**src/rtl/olief_pkg.sv**
```systemverilog
// olief_pkg: shared constants, codes and types of the ordered list block
// used by olief_cell, olief_chain and ordered_list_insert_erase_find
`timescale 1ns / 1ps
`default_nettype none

package olief_pkg;

   localparam int DEPTH  = 16;
   localparam int IDX_W  = $clog2(DEPTH);
   localparam int CNT_W  = $clog2(DEPTH + 1);
   localparam int DATA_W = 32;
   localparam int OP_W   = 3;
   localparam int STAT_W = 3;

   // opcodes
   localparam logic [OP_W-1:0] OP_PUSH_BACK  = 3'd0;
   localparam logic [OP_W-1:0] OP_POP_BACK   = 3'd1;
   localparam logic [OP_W-1:0] OP_PUSH_FRONT = 3'd2;
   localparam logic [OP_W-1:0] OP_POP_FRONT  = 3'd3;
   localparam logic [OP_W-1:0] OP_INSERT     = 3'd4;
   localparam logic [OP_W-1:0] OP_ERASE      = 3'd5;
   localparam logic [OP_W-1:0] OP_FIND       = 3'd6;
   localparam logic [OP_W-1:0] OP_DUMP       = 3'd7;

   // status codes
   localparam logic [STAT_W-1:0] STAT_OK       = 3'd0;
   localparam logic [STAT_W-1:0] STAT_FULL     = 3'd1;
   localparam logic [STAT_W-1:0] STAT_EMPTY    = 3'd2;
   localparam logic [STAT_W-1:0] STAT_BADPOS   = 3'd3;
   localparam logic [STAT_W-1:0] STAT_NOTFOUND = 3'd4;

   // per-cell load select
   localparam logic [1:0] ACT_HOLD  = 2'd0;
   localparam logic [1:0] ACT_LEFT  = 2'd1;
   localparam logic [1:0] ACT_RIGHT = 2'd2;
   localparam logic [1:0] ACT_VALUE = 2'd3;

   // edit broadcast to the cell row
   typedef struct packed {
      logic              ins;
      logic              del;
      logic [CNT_W-1:0]  pos;
      logic [DATA_W-1:0] value;
   } edit_type;

endpackage

`default_nettype wire

```
**src/rtl/olief_cell.sv**
```systemverilog
// olief_cell: one list entry with its neighbor load mux and key compare
// depends on olief_pkg
`timescale 1ns / 1ps
`default_nettype none

module olief_cell (
   input  wire logic                       clock,
   input  wire logic [1:0]                 action,
   input  wire logic [olief_pkg::DATA_W-1:0] left_data,
   input  wire logic [olief_pkg::DATA_W-1:0] right_data,
   input  wire logic [olief_pkg::DATA_W-1:0] new_data,
   input  wire logic [olief_pkg::DATA_W-1:0] key,
   input  wire logic                       match_en,
   output logic      [olief_pkg::DATA_W-1:0] data,
   output logic                            match
);

   logic [olief_pkg::DATA_W-1:0] data_ff;
   logic [olief_pkg::DATA_W-1:0] data_in;
   logic                         match_ff;

   always_comb begin
      case (action)
         olief_pkg::ACT_HOLD:  data_in = data_ff;
         olief_pkg::ACT_LEFT:  data_in = left_data;
         olief_pkg::ACT_RIGHT: data_in = right_data;
         olief_pkg::ACT_VALUE: data_in = new_data;
         default:              data_in = data_ff;
      endcase
   end

   always_ff @(posedge clock) begin
      data_ff <= data_in;
      if (match_en) begin
         match_ff <= (data_ff == key);
      end
   end

   assign data  = data_ff;
   assign match = match_ff;

endmodule

`default_nettype wire

```
**src/rtl/olief_chain.sv**
```systemverilog
// olief_chain: row of olief_cell entries, per-cell shift select and dump read port
// depends on olief_pkg and olief_cell
`timescale 1ns / 1ps
`default_nettype none

module olief_chain (
   input  wire logic                          clock,
   input  wire olief_pkg::edit_type           edit,
   input  wire logic                          match_en,
   input  wire logic [olief_pkg::DATA_W-1:0]  key,
   input  wire logic [olief_pkg::IDX_W-1:0]   rd_idx,
   output logic      [olief_pkg::DEPTH-1:0]   match_vec,
   output logic      [olief_pkg::DATA_W-1:0]  rd_data
);

   logic [olief_pkg::DATA_W-1:0] cell_data [olief_pkg::DEPTH];

   for (genvar i = 0; i < olief_pkg::DEPTH; i++) begin : g_cell
      logic [1:0]                   action;
      logic [olief_pkg::DATA_W-1:0] left_data;
      logic [olief_pkg::DATA_W-1:0] right_data;

      always_comb begin
         action = olief_pkg::ACT_HOLD;
         if (edit.ins) begin
            if (olief_pkg::CNT_W'(i) > edit.pos) begin
               action = olief_pkg::ACT_LEFT;
            end else if (olief_pkg::CNT_W'(i) == edit.pos) begin
               action = olief_pkg::ACT_VALUE;
            end
         end else if (edit.del) begin
            if (olief_pkg::CNT_W'(i) >= edit.pos) begin
               action = olief_pkg::ACT_RIGHT;
            end
         end
      end

      if (i == 0) begin : g_first
         assign left_data = cell_data[i];
      end else begin : g_left
         assign left_data = cell_data[i-1];
      end

      // the tail cell pulls in its own value, it lies beyond the count after a removal
      if (i == olief_pkg::DEPTH - 1) begin : g_tail
         assign right_data = cell_data[i];
      end else begin : g_right
         assign right_data = cell_data[i+1];
      end

      olief_cell u_cell (
         .clock      (clock),
         .action     (action),
         .left_data  (left_data),
         .right_data (right_data),
         .new_data   (edit.value),
         .key        (key),
         .match_en   (match_en),
         .data       (cell_data[i]),
         .match      (match_vec[i])
      );
   end

   assign rd_data = cell_data[rd_idx];

endmodule

`default_nettype wire

```
**src/rtl/ordered_list_insert_erase_find.sv**
```systemverilog
// ordered_list_insert_erase_find: top level, command sequencer and result register
// depends on olief_pkg and olief_chain
`timescale 1ns / 1ps
`default_nettype none

// Ordered list of up to 16 signed 32-bit entries held in a row of shifting cells.
// Input: an item (req_opcode, req_position, req_value) is taken at a clock edge
// where start is high and busy is low. busy stays high while the item is worked.
// Output: each result is shown for one cycle with rsp_valid high; rsp_last marks
// the final result of an item. The receiver cannot stall, so nothing waits here.
// The result of a single-result item is worked in the S_EXEC state and then held
// in the result registers; a new item can be accepted while it is on the ports.
// Items do not overlap: busy stays high through the S_EXEC command state, in which
// the cells shift or the registered key-compare bits are priority encoded.
// A dump of n entries emits n results, one per cycle, reading the row through
// a single read port.
// Find compares every cell with the key in the accept cycle, then picks the
// lowest matching position below the count.
// Reset clears the count and the sequencer; the entries keep stale values that
// are never read at or beyond the count.

module ordered_list_insert_erase_find (
   input  wire logic                                clock,
   input  wire logic                                reset,
   input  wire logic                                start,
   output logic                                     busy,
   input  wire logic        [olief_pkg::OP_W-1:0]   req_opcode,
   input  wire logic        [olief_pkg::CNT_W-1:0]  req_position,
   input  wire logic signed [olief_pkg::DATA_W-1:0] req_value,
   output logic                                     rsp_valid,
   output logic             [olief_pkg::STAT_W-1:0] rsp_status,
   output logic             [olief_pkg::CNT_W-1:0]  rsp_index,
   output logic signed      [olief_pkg::DATA_W-1:0] rsp_element,
   output logic             [olief_pkg::CNT_W-1:0]  rsp_count,
   output logic                                     rsp_last
);

   localparam logic [1:0] S_IDLE = 2'd0;
   localparam logic [1:0] S_EXEC = 2'd1;
   localparam logic [1:0] S_DUMP = 2'd2;

   localparam logic [olief_pkg::CNT_W-1:0] FULL_COUNT = olief_pkg::CNT_W'(olief_pkg::DEPTH);

   logic [1:0]                    state_ff, state_in;
   logic [olief_pkg::CNT_W-1:0]   count_ff, count_in;
   logic [olief_pkg::CNT_W-1:0]   dump_idx_ff, dump_idx_in;
   logic [olief_pkg::OP_W-1:0]    op_ff;
   logic [olief_pkg::CNT_W-1:0]   pos_ff;
   logic [olief_pkg::DATA_W-1:0]  value_ff;

   logic                          rsp_valid_ff, rsp_valid_in;
   logic [olief_pkg::STAT_W-1:0]  rsp_status_ff, rsp_status_in;
   logic [olief_pkg::CNT_W-1:0]   rsp_index_ff, rsp_index_in;
   logic [olief_pkg::DATA_W-1:0]  rsp_element_ff, rsp_element_in;
   logic [olief_pkg::CNT_W-1:0]   rsp_count_ff, rsp_count_in;
   logic                          rsp_last_ff, rsp_last_in;

   logic                          accept;
   logic                          full;
   logic                          empty;
   logic                          found;
   logic [olief_pkg::CNT_W-1:0]   found_idx;
   logic                          dump_end;
   olief_pkg::edit_type           edit;
   logic [olief_pkg::DEPTH-1:0]   match_vec;
   logic [olief_pkg::DATA_W-1:0]  rd_data;

   assign busy   = (state_ff != S_IDLE);
   assign accept = start && !busy;
   assign full   = (count_ff == FULL_COUNT);
   assign empty  = (count_ff == '0);
   assign dump_end = (dump_idx_ff == count_ff - olief_pkg::CNT_W'(1));

   olief_chain u_chain (
      .clock     (clock),
      .edit      (edit),
      .match_en  (accept),
      .key       (req_value),
      .rd_idx    (dump_idx_ff[olief_pkg::IDX_W-1:0]),
      .match_vec (match_vec),
      .rd_data   (rd_data)
   );

   // lowest matching position below the count
   always_comb begin
      found     = 1'b0;
      found_idx = '0;
      for (int i = olief_pkg::DEPTH - 1; i >= 0; i--) begin
         if (match_vec[i] && (olief_pkg::CNT_W'(i) < count_ff)) begin
            found     = 1'b1;
            found_idx = olief_pkg::CNT_W'(i);
         end
      end
   end

   always_comb begin
      state_in       = state_ff;
      count_in       = count_ff;
      dump_idx_in    = dump_idx_ff;
      edit           = '{ins: 1'b0, del: 1'b0, pos: '0, value: value_ff};
      rsp_valid_in   = 1'b0;
      rsp_status_in  = olief_pkg::STAT_OK;
      rsp_index_in   = '0;
      rsp_element_in = '0;
      rsp_last_in    = 1'b1;

      case (state_ff)
         S_IDLE: begin
            if (accept) begin
               state_in = S_EXEC;
            end
         end
         S_EXEC: begin
            state_in     = S_IDLE;
            rsp_valid_in = 1'b1;
            case (op_ff)
               olief_pkg::OP_PUSH_BACK, olief_pkg::OP_PUSH_FRONT, olief_pkg::OP_INSERT: begin
                  if (full) begin
                     rsp_status_in = olief_pkg::STAT_FULL;
                  end else if (op_ff == olief_pkg::OP_INSERT && pos_ff > count_ff) begin
                     rsp_status_in = olief_pkg::STAT_BADPOS;
                  end else begin
                     edit.ins = 1'b1;
                     if (op_ff == olief_pkg::OP_PUSH_BACK) begin
                        edit.pos = count_ff;
                     end else if (op_ff == olief_pkg::OP_INSERT) begin
                        edit.pos = pos_ff;
                     end
                     count_in = count_ff + olief_pkg::CNT_W'(1);
                  end
               end
               olief_pkg::OP_POP_BACK: begin
                  if (empty) begin
                     rsp_status_in = olief_pkg::STAT_EMPTY;
                  end else begin
                     count_in = count_ff - olief_pkg::CNT_W'(1);
                  end
               end
               olief_pkg::OP_POP_FRONT, olief_pkg::OP_ERASE: begin
                  if (empty) begin
                     rsp_status_in = olief_pkg::STAT_EMPTY;
                  end else if (op_ff == olief_pkg::OP_ERASE && pos_ff >= count_ff) begin
                     rsp_status_in = olief_pkg::STAT_BADPOS;
                  end else begin
                     edit.del = 1'b1;
                     if (op_ff == olief_pkg::OP_ERASE) begin
                        edit.pos = pos_ff;
                     end
                     count_in = count_ff - olief_pkg::CNT_W'(1);
                  end
               end
               olief_pkg::OP_FIND: begin
                  if (empty) begin
                     rsp_status_in = olief_pkg::STAT_EMPTY;
                  end else if (found) begin
                     rsp_index_in = found_idx;
                  end else begin
                     rsp_status_in = olief_pkg::STAT_NOTFOUND;
                  end
               end
               olief_pkg::OP_DUMP: begin
                  if (empty) begin
                     rsp_status_in = olief_pkg::STAT_EMPTY;
                  end else begin
                     rsp_valid_in = 1'b0;
                     dump_idx_in  = '0;
                     state_in     = S_DUMP;
                  end
               end
               default: begin
                  rsp_status_in = olief_pkg::STAT_OK;
               end
            endcase
         end
         S_DUMP: begin
            rsp_valid_in   = 1'b1;
            rsp_index_in   = dump_idx_ff;
            rsp_element_in = rd_data;
            rsp_last_in    = dump_end;
            dump_idx_in    = dump_idx_ff + olief_pkg::CNT_W'(1);
            if (dump_end) begin
               state_in = S_IDLE;
            end
         end
         default: begin
            state_in = S_IDLE;
         end
      endcase
      rsp_count_in = count_in;
   end

   always_ff @(posedge clock) begin
      if (reset) begin
         state_ff     <= S_IDLE;
         count_ff     <= '0;
         rsp_valid_ff <= 1'b0;
      end else begin
         state_ff     <= state_in;
         count_ff     <= count_in;
         rsp_valid_ff <= rsp_valid_in;
      end
   end

   always_ff @(posedge clock) begin
      if (accept) begin
         op_ff    <= req_opcode;
         pos_ff   <= req_position;
         value_ff <= req_value;
      end
      dump_idx_ff    <= dump_idx_in;
      rsp_status_ff  <= rsp_status_in;
      rsp_index_ff   <= rsp_index_in;
      rsp_element_ff <= rsp_element_in;
      rsp_count_ff   <= rsp_count_in;
      rsp_last_ff    <= rsp_last_in;
   end

   assign rsp_valid   = rsp_valid_ff;
   assign rsp_status  = rsp_status_ff;
   assign rsp_index   = rsp_index_ff;
   assign rsp_element = rsp_element_ff;
   assign rsp_count   = rsp_count_ff;
   assign rsp_last    = rsp_last_ff;

   // a dump result that is not the last one is followed by another in the next cycle
   a_dump_continues: assert property (@(posedge clock) disable iff (reset)
      rsp_valid && !rsp_last |=> rsp_valid)
      else $error("dump stream broke before its last item");

   // mid-dump results only while the sequencer still holds the block busy
   a_dump_busy: assert property (@(posedge clock) disable iff (reset)
      rsp_valid && !rsp_last |-> busy)
      else $error("dump result without busy");

   a_count_range: assert property (@(posedge clock) disable iff (reset)
      count_ff <= FULL_COUNT)
      else $error("fill count beyond depth");

   // every accepted item is worked in the following cycle
   a_accept_exec: assert property (@(posedge clock) disable iff (reset)
      accept |=> state_ff == S_EXEC)
      else $error("accepted item not executed");

endmodule

`default_nettype wire
```
**config.mk**
```make
export PLATFORM = sky130hd
export DESIGN_NAME = ordered_list_insert_erase_find
export DESIGN_NICKNAME = d
export VERILOG_FILES = /design/src/rtl/olief_pkg.sv /design/src/rtl/olief_cell.sv /design/src/rtl/olief_chain.sv /design/src/rtl/ordered_list_insert_erase_find.sv
export SDC_FILE = /design/constraint.sdc
export NUM_CORES = 2
export LEC_CHECK = 0
export CAP_MARGIN = 25
export CORE_ASPECT_RATIO = 0.5
export CORE_MARGIN = 1
export CORE_UTILIZATION = 45
export CTS_BUF_LIST = sky130_fd_sc_hd__clkbuf_8
export DETAILED_ROUTE_END_ITERATION = 10
export DONT_BUFFER_PORTS = 1
export SLEW_MARGIN = 20
export SYNTH_ARGS = -nofsm -noshare
export SYNTH_HDL_FRONTEND = slang
export SYNTH_SLANG_ARGS = --single-unit
```
**constraint.sdc**
```tcl
create_clock -name clock -period 7.1 [get_ports clock]
set_input_delay 2.13 -clock clock [delete_from_list [all_inputs] [get_ports clock]]
set_output_delay 2.13 -clock clock [all_outputs]
set_load 0.01 [all_outputs]
```
-- Yosys cells after proc, flatten, opt, wreduce, memory -nomap -nowiden
Index checks and enable logic that the tools add are counted.
- div/mod/pow operators: 0
- equality and inequality tests: 94
- reductions and logical operators: 49
- mux-type cells: 174
- bitwise logic cells: 1
- multiply operators: 0
- add/subtract/negate cells: 3
- shift operators: 0
- order comparisons: 51
- operators with widths (cell ; count):
    $pmux 32 s3 ; 14
    $eq 32x32->1 ; 16
    $mux 2 ; 89
    $mux 5 ; 31
    $bmux 32 s4 ; 1
    $pmux 32 s2 ; 2
    $eq 2x2->1 const B ; 33
    $mux 32 ; 2
    $eq 4x5->1 const A ; 8
    $ge 4x5->1 const A ; 8
    $gt 4x5->1 const A ; 8
    $lt 4x5->1 const A ; 8
    $eq 2x1->1 const B ; 17
    $logic_not 2->1 ; 17
    $pmux 5 s2 ; 3
    $mux 1 ; 22
    $eq 3x5->1 const A ; 4
    $ge 3x5->1 const A ; 4
    $gt 3x5->1 const A ; 4
    $lt 3x5->1 const A ; 4
    $logic_and 1x1->1 ; 19
    $pmux 5 s3 ; 1
    $eq 3x3->1 const B ; 4
    $mux 6 ; 2
    33 further kinds ; 51
- word-level logic and storage cells: 416
- bits in latches: 0
- input port bits: 43
- bits in read-only memories: 0
- flip-flop bits (word level): 627
- memories: 0
- memory bits (writable): 0

-- Depth between registers and ports, before layout
- depth after elaboration: 22
- gate-level depth with buffers: 15
- gate-level depth less buffers: 10

-- Modules after synthesis
A second synthesis with hierarchy kept.
- cells, all modules: 3692
- area total of the unflattened synthesis: 40829.2 sq um
- by module, submodules not included (module ; cells an instance ; area each (sq um) ; sequential area each (sq um) ; instances):
    olief_cell ; 184 ; 2016.9 ; 991.0 ; 16
    ordered_list_insert_erase_find ; 399 ; 4435.5 ; 2432.3 ; 1
    olief_chain ; 349 ; 4122.7 ; 0.0 ; 1

-- Least setup slack after synthesis
Ideal clock, no wire load.
- kind: reg-to-reg
- start: register count_ff[4] (netlist bit)
- end: register u_chain.g_cell[0].u_cell.data_ff, in the netlist u_chain.g_cell[0].u_cell.data[0], enable pin
- data required time: 6.708 ns
- setup time: 0.392 ns
- setup slack: 0.693 ns
- arrival: 6.015 ns
- clock period less this slack: 6.407 ns
- cell stages (with the launch flop): 12
- path through: dfxtp_1 buf_1 inv_1 ha_1 nand3_1 o211a_1 or2_1 buf_4 a32oi_4 o211ai_1 o21ai_0 and3_1
- longest elaborated chain between the ends: 12
- ends and longest elaborated chain (element ; line ; text):
    from (decl) ; ordered_list_insert_erase_find.sv:45 ; logic [olief_pkg::CNT_W-1:0] count_ff, count_in;
    from (signal assigned) ; ordered_list_insert_erase_find.sv:199 ; count_ff <= count_in;
    $ge 5x5->1 / $gt 5x5->1 (equally long branches) ; ordered_list_insert_erase_find.sv:142, ordered_list_insert_erase_find.sv:120 ;
    $logic_and 1x1->1, on equally long branches ; ordered_list_insert_erase_find.sv:142, ordered_list_insert_erase_find.sv:120 ;
    $mux 6 / $mux 5 (equally long branches) ; ordered_list_insert_erase_find.sv:142, ordered_list_insert_erase_find.sv:120 ;
    $mux 6 / $mux 5 (equally long branches) ; ordered_list_insert_erase_find.sv:140, ordered_list_insert_erase_find.sv:118 ;
    $pmux 5 s2 ; ordered_list_insert_erase_find.sv:116 ; case (op_ff)
    $mux 7 (*) ; ordered_list_insert_erase_find.sv:107 ; case (state_ff)
    $ge 1x5->1 / $logic_not 5->1 (equally long branches) ; olief_chain.sv:32, olief_chain.sv:28 ;
    $mux 2, on equally long branches ; olief_chain.sv:32, olief_chain.sv:28 ;
    $mux 2, on equally long branches ; olief_chain.sv:31, olief_chain.sv:26 ;
    $mux 2 (*) ; olief_chain.sv:25 ; if (edit.ins) begin
    $eq 2x1->1 / $logic_not 2->1 (equally long branches) ; olief_cell.sv:23 ; case (action)
    $reduce_or 2->1 (no source line) (*) ; - ;
    to (signal assigned) ; olief_cell.sv:33 ; data_ff <= data_in;
    to (decl) ; olief_cell.sv:18 ; logic [olief_pkg::DATA_W-1:0] data_ff;
Every way passes the cells marked *; elsewhere a longest branch is shown, timed or not.
A chain may end at the register's enable or synchronous reset.

-- Worst setup path in the final report
- start: register count_ff[1] (netlist bit)
- end: register u_chain.g_cell[3].u_cell.data_ff, in the netlist u_chain.g_cell[3].u_cell.data[11], data pin
- longest elaborated chain between the ends: 12
- ends and longest elaborated chain (element ; line ; text):
    $ge 5x5->1 / $gt 5x5->1 (equally long branches) ; ordered_list_insert_erase_find.sv:142, ordered_list_insert_erase_find.sv:120 ;
    $logic_and 1x1->1, on equally long branches ; ordered_list_insert_erase_find.sv:142, ordered_list_insert_erase_find.sv:120 ;
    $mux 6 / $mux 5 (equally long branches) ; ordered_list_insert_erase_find.sv:142, ordered_list_insert_erase_find.sv:120 ;
    $mux 6 / $mux 5 (equally long branches) ; ordered_list_insert_erase_find.sv:140, ordered_list_insert_erase_find.sv:118 ;
    $pmux 5 s2 ; ordered_list_insert_erase_find.sv:116 ;
    $mux 7 (*) ; ordered_list_insert_erase_find.sv:107 ;
    $ge 2x5->1 / $eq 2x5->1 (equally long branches) ; olief_chain.sv:32, olief_chain.sv:28 ;
    $mux 2, on equally long branches ; olief_chain.sv:32, olief_chain.sv:28 ;
    $mux 2, on equally long branches ; olief_chain.sv:31, olief_chain.sv:26 ;
    $mux 2 (*) ; olief_chain.sv:25 ;
    $eq 2x2->1 / $eq 2x1->1 (equally long branches) ; olief_cell.sv:23 ;
    $pmux 32 s3 (*) ; olief_cell.sv:23 ;
    named net u_chain.g_cell[3].u_cell.data_in (one bit) ; olief_cell.sv:19 ; logic [olief_pkg::DATA_W-1:0] data_in;
    to (signal assigned) ; olief_cell.sv:33 ;
    to (decl) ; olief_cell.sv:18 ;
The timed path passes the listed nets; every way through them passes the cells marked *.

==> impl_metrics.xml <==
<?xml version="1.0" encoding="UTF-8"?>
<metrics>
  <group name="critical_path">
    <metric name="critical_path_buf_inv_count" unit="">4</metric>
    <metric name="worst-path-max-fanout" unit="">34</metric>
    <metric name="path_common_cell" unit="">sky130_fd_sc_hd__buf_4</metric>
    <metric name="critPathSlowestCell" unit="">sky130_fd_sc_hd__a21oi_4</metric>
    <metric name="critical_path.reg2reg.startpoint" unit="">count_ff[1]$_SDFF_PP0_</metric>
    <metric name="timing.critical_path.cells" unit="">inv_1 -&gt; ha_1 -&gt; and4bb_2 -&gt; nor3_1 -&gt; a21boi_0 -&gt; buf_4 -&gt; and2_1 -&gt; buf_4 -&gt; nand3_1 -&gt; a21oi_4 -&gt; buf_4 -&gt; a21o_1</metric>
    <metric name="rr_endpoint" unit="">u_chain.g_cell[3].u_cell.data[11]$_DFFE_PP_</metric>
    <metric name="critPathLaunchType" unit="">flip-flop</metric>
    <metric name="endpoint_kind" unit="">flip-flop</metric>
    <metric name="ff2ff_path_depth" unit="">12</metric>
    <metric name="timing_worst_setup_path_type" unit="">flip-flop to flip-flop</metric>
    <metric name="reg2reg_slack" unit="ps">1840</metric>
    <metric name="critPathRequiredTime" unit="ps">7800</metric>
    <metric name="worst_path_largest_cell_delay" unit="ps">1020</metric>
    <metric name="timing.critical_path.max_delay_family" unit="">simple AND/OR/NAND/NOR gates</metric>
    <metric name="arrival_time_at_the_worst_endpoint" unit="ps">5950</metric>
  </group>
  <group name="clock_tree">
    <metric name="worst_skew_pair.late_latency" unit="ps">830</metric>
    <metric name="cts-resized-gates" unit="">0</metric>
    <metric name="cts.reportedPaths.clkPinSlew" unit="ps">70</metric>
    <metric name="cts-root-buf" unit="">sky130_fd_sc_hd__clkbuf_8</metric>
    <metric name="number_of_hold_buffers_added_after_cts" unit="">0</metric>
    <metric name="cts_setup_buffers" unit="">0</metric>
    <metric name="clock-sinks" unit="">627</metric>
    <metric name="cts_made_buffers" unit="">99</metric>
    <metric name="clock_tree_from_tritoncts" unit="">yes</metric>
    <metric name="clockBufferDepth" unit="">3</metric>
    <metric name="ctsHtreeMaxLevel" unit="">3</metric>
  </group>
  <group name="floorplanning">
    <metric name="core_region_area" unit="mm^2">0.0865</metric>
    <metric name="floorplan.io_pins" unit="">91</metric>
    <metric name="die_h" unit="um">212</metric>
    <metric name="initial_utilization" unit="%">45.7</metric>
    <metric name="die_x" unit="um">421</metric>
    <metric name="die_area" unit="mm^2">0.0891</metric>
    <metric name="std_cell_rows" unit="">76</metric>
  </group>
  <group name="placement">
    <metric name="io_buffer_count" unit="">0</metric>
    <metric name="globalplace.congestion" unit="">1.01</metric>
    <metric name="dp_cells" unit="">4359</metric>
    <metric name="hpwlAfterDp" unit="um">118000</metric>
  </group>
  <group name="yosys">
    <metric name="nets_in_the_synthesized_netlist" unit="">3516</metric>
    <metric name="number_of_flops_mapped_to_enable_cells_by_yosys" unit="">573</metric>
    <metric name="ys_seq_elements" unit="">627</metric>
    <metric name="syn-mean-instance-area" unit="um^2">11.4</metric>
    <metric name="synth.yosys.warnings" unit="">0</metric>
    <metric name="synthCells" unit="">3461</metric>
    <metric name="post_synth_instance_area" unit="mm^2">0.0395</metric>
    <metric name="synth_top_flop_cell" unit="">sky130_fd_sc_hd__edfxtp_1</metric>
    <metric name="synth_cell_type_count" unit="">75</metric>
    <metric name="synth_sequential_area_ratio" unit="%">46.3</metric>
    <metric name="asyncSetResetFlopFracSynth" unit="%">0</metric>
  </group>
  <group name="timing">
    <metric name="max_slew.worst_pin.slew" unit="ps">1180</metric>
    <metric name="timing.final.crit_period" unit="ps">5260</metric>
    <metric name="setup-tns-final" unit="ps">0</metric>
    <metric name="final-setup-viol-count" unit="">0</metric>
    <metric name="final_max_slew_viol_count" unit="">0</metric>
    <metric name="final_hold_viol_count" unit="">0</metric>
    <metric name="final_setup_skew" unit="ps">41.0</metric>
    <metric name="max_clock_freq" unit="GHz">0.190</metric>
    <metric name="max-slew-margin-rel" unit="%">20.6</metric>
    <metric name="final.period_utilization" unit="%">74.0</metric>
    <metric name="setup_repair_after_global_routing_missed_its_margin" unit="">false</metric>
  </group>
  <group name="final_layout">
    <metric name="finalCoreUtilization" unit="%">49.3</metric>
    <metric name="seq_cell_area" unit="mm^2">0.0183</metric>
    <metric name="final_layout_net_count" unit="">3349</metric>
    <metric name="drive_above_1_share" unit="%">14.8</metric>
    <metric name="instances_no_fill" unit="">4547</metric>
    <metric name="fill_cells" unit="">7847</metric>
    <metric name="syn_to_final_growth" unit="%">7.79</metric>
    <metric name="multiInputGateArea" unit="mm^2">0.0198</metric>
  </group>
  <group name="grt">
    <metric name="global_route.usage.total" unit="%">35.9</metric>
    <metric name="first_global_vias" unit="">29500</metric>
    <metric name="grt_pass1_wl" unit="um">228000</metric>
    <metric name="gr-total-overflow" unit="">0</metric>
    <metric name="grt_start_max_net_pins" unit="">93</metric>
    <metric name="top_usage_layer" unit="">met1</metric>
    <metric name="grt_antenna_before_repair" unit="">5</metric>
    <metric name="gr-usage-met1" unit="%">50.9</metric>
    <metric name="met3_usage" unit="%">19.9</metric>
    <metric name="grtUsageMet2" unit="%">47.0</metric>
  </group>
  <group name="power_and_ir_drop">
    <metric name="vdd.ir_drop.worst" unit="uV">159</metric>
    <metric name="power.density_cell_area" unit="mW/mm^2">200</metric>
    <metric name="power.leakage" unit="nW">16.2</metric>
  </group>
  <group name="min_path">
    <metric name="min_delay_worst_endpoint" unit="">state_ff[0]$_SDFFE_PP0P_</metric>
    <metric name="worstHoldPathCells" unit="">2</metric>
    <metric name="worst_hold_path_type" unit="">flip-flop to flip-flop</metric>
    <metric name="min-delay-start" unit="">state_ff[0]$_SDFFE_PP0P_</metric>
  </group>
  <group name="detailed_routing">
    <metric name="drt_pass1_iterations" unit="">6</metric>
    <metric name="final_antenna_net_count" unit="">0</metric>
    <metric name="vias" unit="">31800</metric>
    <metric name="drt_drc_violations_left" unit="">0</metric>
    <metric name="viasPerCell" unit="">6.98</metric>
    <metric name="finalWirelength" unit="um">163000</metric>
    <metric name="route.detailed.wl_per_inst" unit="um">35.9</metric>
    <metric name="drt-initial-drc-count" unit="">5738</metric>
  </group>
  <group name="status">
    <metric name="run_status" unit="">finished, final reports clean</metric>
  </group>
  <group name="run">
    <metric name="max_cap_viol_count" unit="">0</metric>
  </group>
</metrics>
## state kept, by name (all words and copies together) (netlist names)
| name | count |
|---|---|
| u_chain.g_cell.u_cell.data | 512 |
| rsp_element | 32 |
| value_ff | 32 |
| u_chain.g_cell.u_cell.match | 16 |
| count_ff | 5 |
| dump_idx_ff | 5 |
| pos_ff | 5 |
| rsp_count | 5 |
| rsp_index | 5 |
| op_ff | 3 |
| rsp_status | 3 |
| state_ff | 2 |
| rsp_last | 1 |
| rsp_valid | 1 |
## worst reg2reg max path, cell delays in order, from the launching register on
cell                       delay (ps)
sky130_fd_sc_hd__dfxtp_1          760
sky130_fd_sc_hd__inv_1            230
sky130_fd_sc_hd__ha_1             350
sky130_fd_sc_hd__and4bb_2         320
sky130_fd_sc_hd__nor3_1           350
sky130_fd_sc_hd__a21boi_0         220
sky130_fd_sc_hd__buf_4            170
sky130_fd_sc_hd__and2_1           200
sky130_fd_sc_hd__buf_4            480
sky130_fd_sc_hd__nand3_1          570
sky130_fd_sc_hd__a21oi_4         1020
sky130_fd_sc_hd__buf_4            360
sky130_fd_sc_hd__a21o_1           130
## cells in the final DEF, fill, tap and decap left out, types with 115 or more instances in the layout
cell type                  instances
sky130_fd_sc_hd__nor4_1          128
sky130_fd_sc_hd__mux4_2          160
sky130_fd_sc_hd__nand2_1         222
sky130_fd_sc_hd__a22o_1          223
sky130_fd_sc_hd__inv_1           154
sky130_fd_sc_hd__o21ai_0         123
sky130_fd_sc_hd__a21o_1          227
sky130_fd_sc_hd__nor2_1          115
sky130_fd_sc_hd__edfxtp_1        573
sky130_fd_sc_hd__xor2_1          517
## area by class of cell
type | instances | area share (%)
multi-input cells | 2371 | 46.6
repair buffers | 78 | 1.56
well taps | 1170 | 3.43
clock inverters | 68 | 0.869
diodes | 4 | 0.0235
flip-flops and latches | 627 | 42.9
clock buffers | 112 | 3.62
inverters | 117 | 1.03
## per-stage QoR
stage | worst slack [ps] | hold slack (ps) | power, W | cell area [um^2]
after floorplan | 693 | 504 | 0.00495 | 39500
after global placement | 1780 | 518 | 0.00530 | 40600
after detailed placement | 1930 | 577 | 0.00531 | 40600
after CTS | 1920 | 591 | 0.00842 | 42500
after global routing | 1610 | 611 | 0.00870 | 42600
final | 1840 | 584 | 0.00851 | 42600
## synthesized netlist by cell type (5+ instances only)
cell type,n,area (um^2)
sky130_fd_sc_hd__a211oi_1,8,60.1
sky130_fd_sc_hd__a21o_1,228,1710
sky130_fd_sc_hd__a21oi_1,35,175
sky130_fd_sc_hd__a221o_1,66,661
sky130_fd_sc_hd__a22o_1,223,1950
sky130_fd_sc_hd__a22oi_1,66,495
sky130_fd_sc_hd__a31oi_1,34,213
sky130_fd_sc_hd__a32oi_1,32,280
sky130_fd_sc_hd__and2_1,44,275
sky130_fd_sc_hd__and3_1,39,244
sky130_fd_sc_hd__buf_1,25,93.8
sky130_fd_sc_hd__buf_2,33,165
sky130_fd_sc_hd__clkbuf_1,284,1070
sky130_fd_sc_hd__dfxtp_1,54,1080
sky130_fd_sc_hd__edfxtp_1,573,17200
sky130_fd_sc_hd__ha_1,12,150
sky130_fd_sc_hd__inv_1,117,439
sky130_fd_sc_hd__mux2_1,7,78.8
sky130_fd_sc_hd__mux2_2,57,642
sky130_fd_sc_hd__mux4_2,160,3600
sky130_fd_sc_hd__nand2_1,223,837
sky130_fd_sc_hd__nand2b_1,6,37.5
sky130_fd_sc_hd__nand3_1,79,395
sky130_fd_sc_hd__nand4_1,36,225
sky130_fd_sc_hd__nor2_1,129,484
sky130_fd_sc_hd__nor2b_1,5,31.3
sky130_fd_sc_hd__nor3_1,22,110
sky130_fd_sc_hd__nor4_1,133,832
sky130_fd_sc_hd__o21ai_0,125,626
sky130_fd_sc_hd__xnor2_1,6,52.6
sky130_fd_sc_hd__xor2_1,517,4530
## worst max-delay path by stage
stage	startpoint	end	slack, ps	depth (start not counted)
final	count_ff[1]$_SDFF_PP0_	u_chain.g_cell[3].u_cell.data[11]$_DFFE_PP_	1840	12
after global routing	count_ff[1]$_SDFF_PP0_	u_chain.g_cell[2].u_cell.data[17]$_DFFE_PP_	1610	13
after CTS	count_ff[1]$_SDFF_PP0_	u_chain.g_cell[1].u_cell.data[19]$_DFFE_PP_	1920	11
after detailed placement	count_ff[1]$_SDFF_PP0_	u_chain.g_cell[1].u_cell.data[16]$_DFFE_PP_	1930	11
after global placement	count_ff[1]$_SDFF_PP0_	u_chain.g_cell[2].u_cell.data[14]$_DFFE_PP_	1780	13
after floorplan	count_ff[4]$_SDFF_PP0_	u_chain.g_cell[0].u_cell.data[0]$_DFFE_PN_	690	11
## kinds of logic after synthesis
| group | synth area share, % |
|---|---|
| mux | 11.0 |
| xor+xnor | 11.6 |
| buf+inv | 4.54 |
| fa+ha+maj | 0.380 |
| simple gates | 9.33 |
| flops | 46.3 |
| compound gates | 16.9 |
## power breakdown
part           internal [W]  switching (W)  leakage (nW)  total (W)
Sequential          0.00419       0.000232          5.69    0.00442
Clock               0.00152        0.00167          1.12    0.00319
Combinational      0.000297       0.000590          9.35   0.000887
## routing by layer
layer,wire [um],share of wire (%)
met1,66600,41
met2,64200,39
met3,29000,18
met4,3310,2.0
met5,63,0.039
No activity file was read; power rests on OpenSTA's default activity.
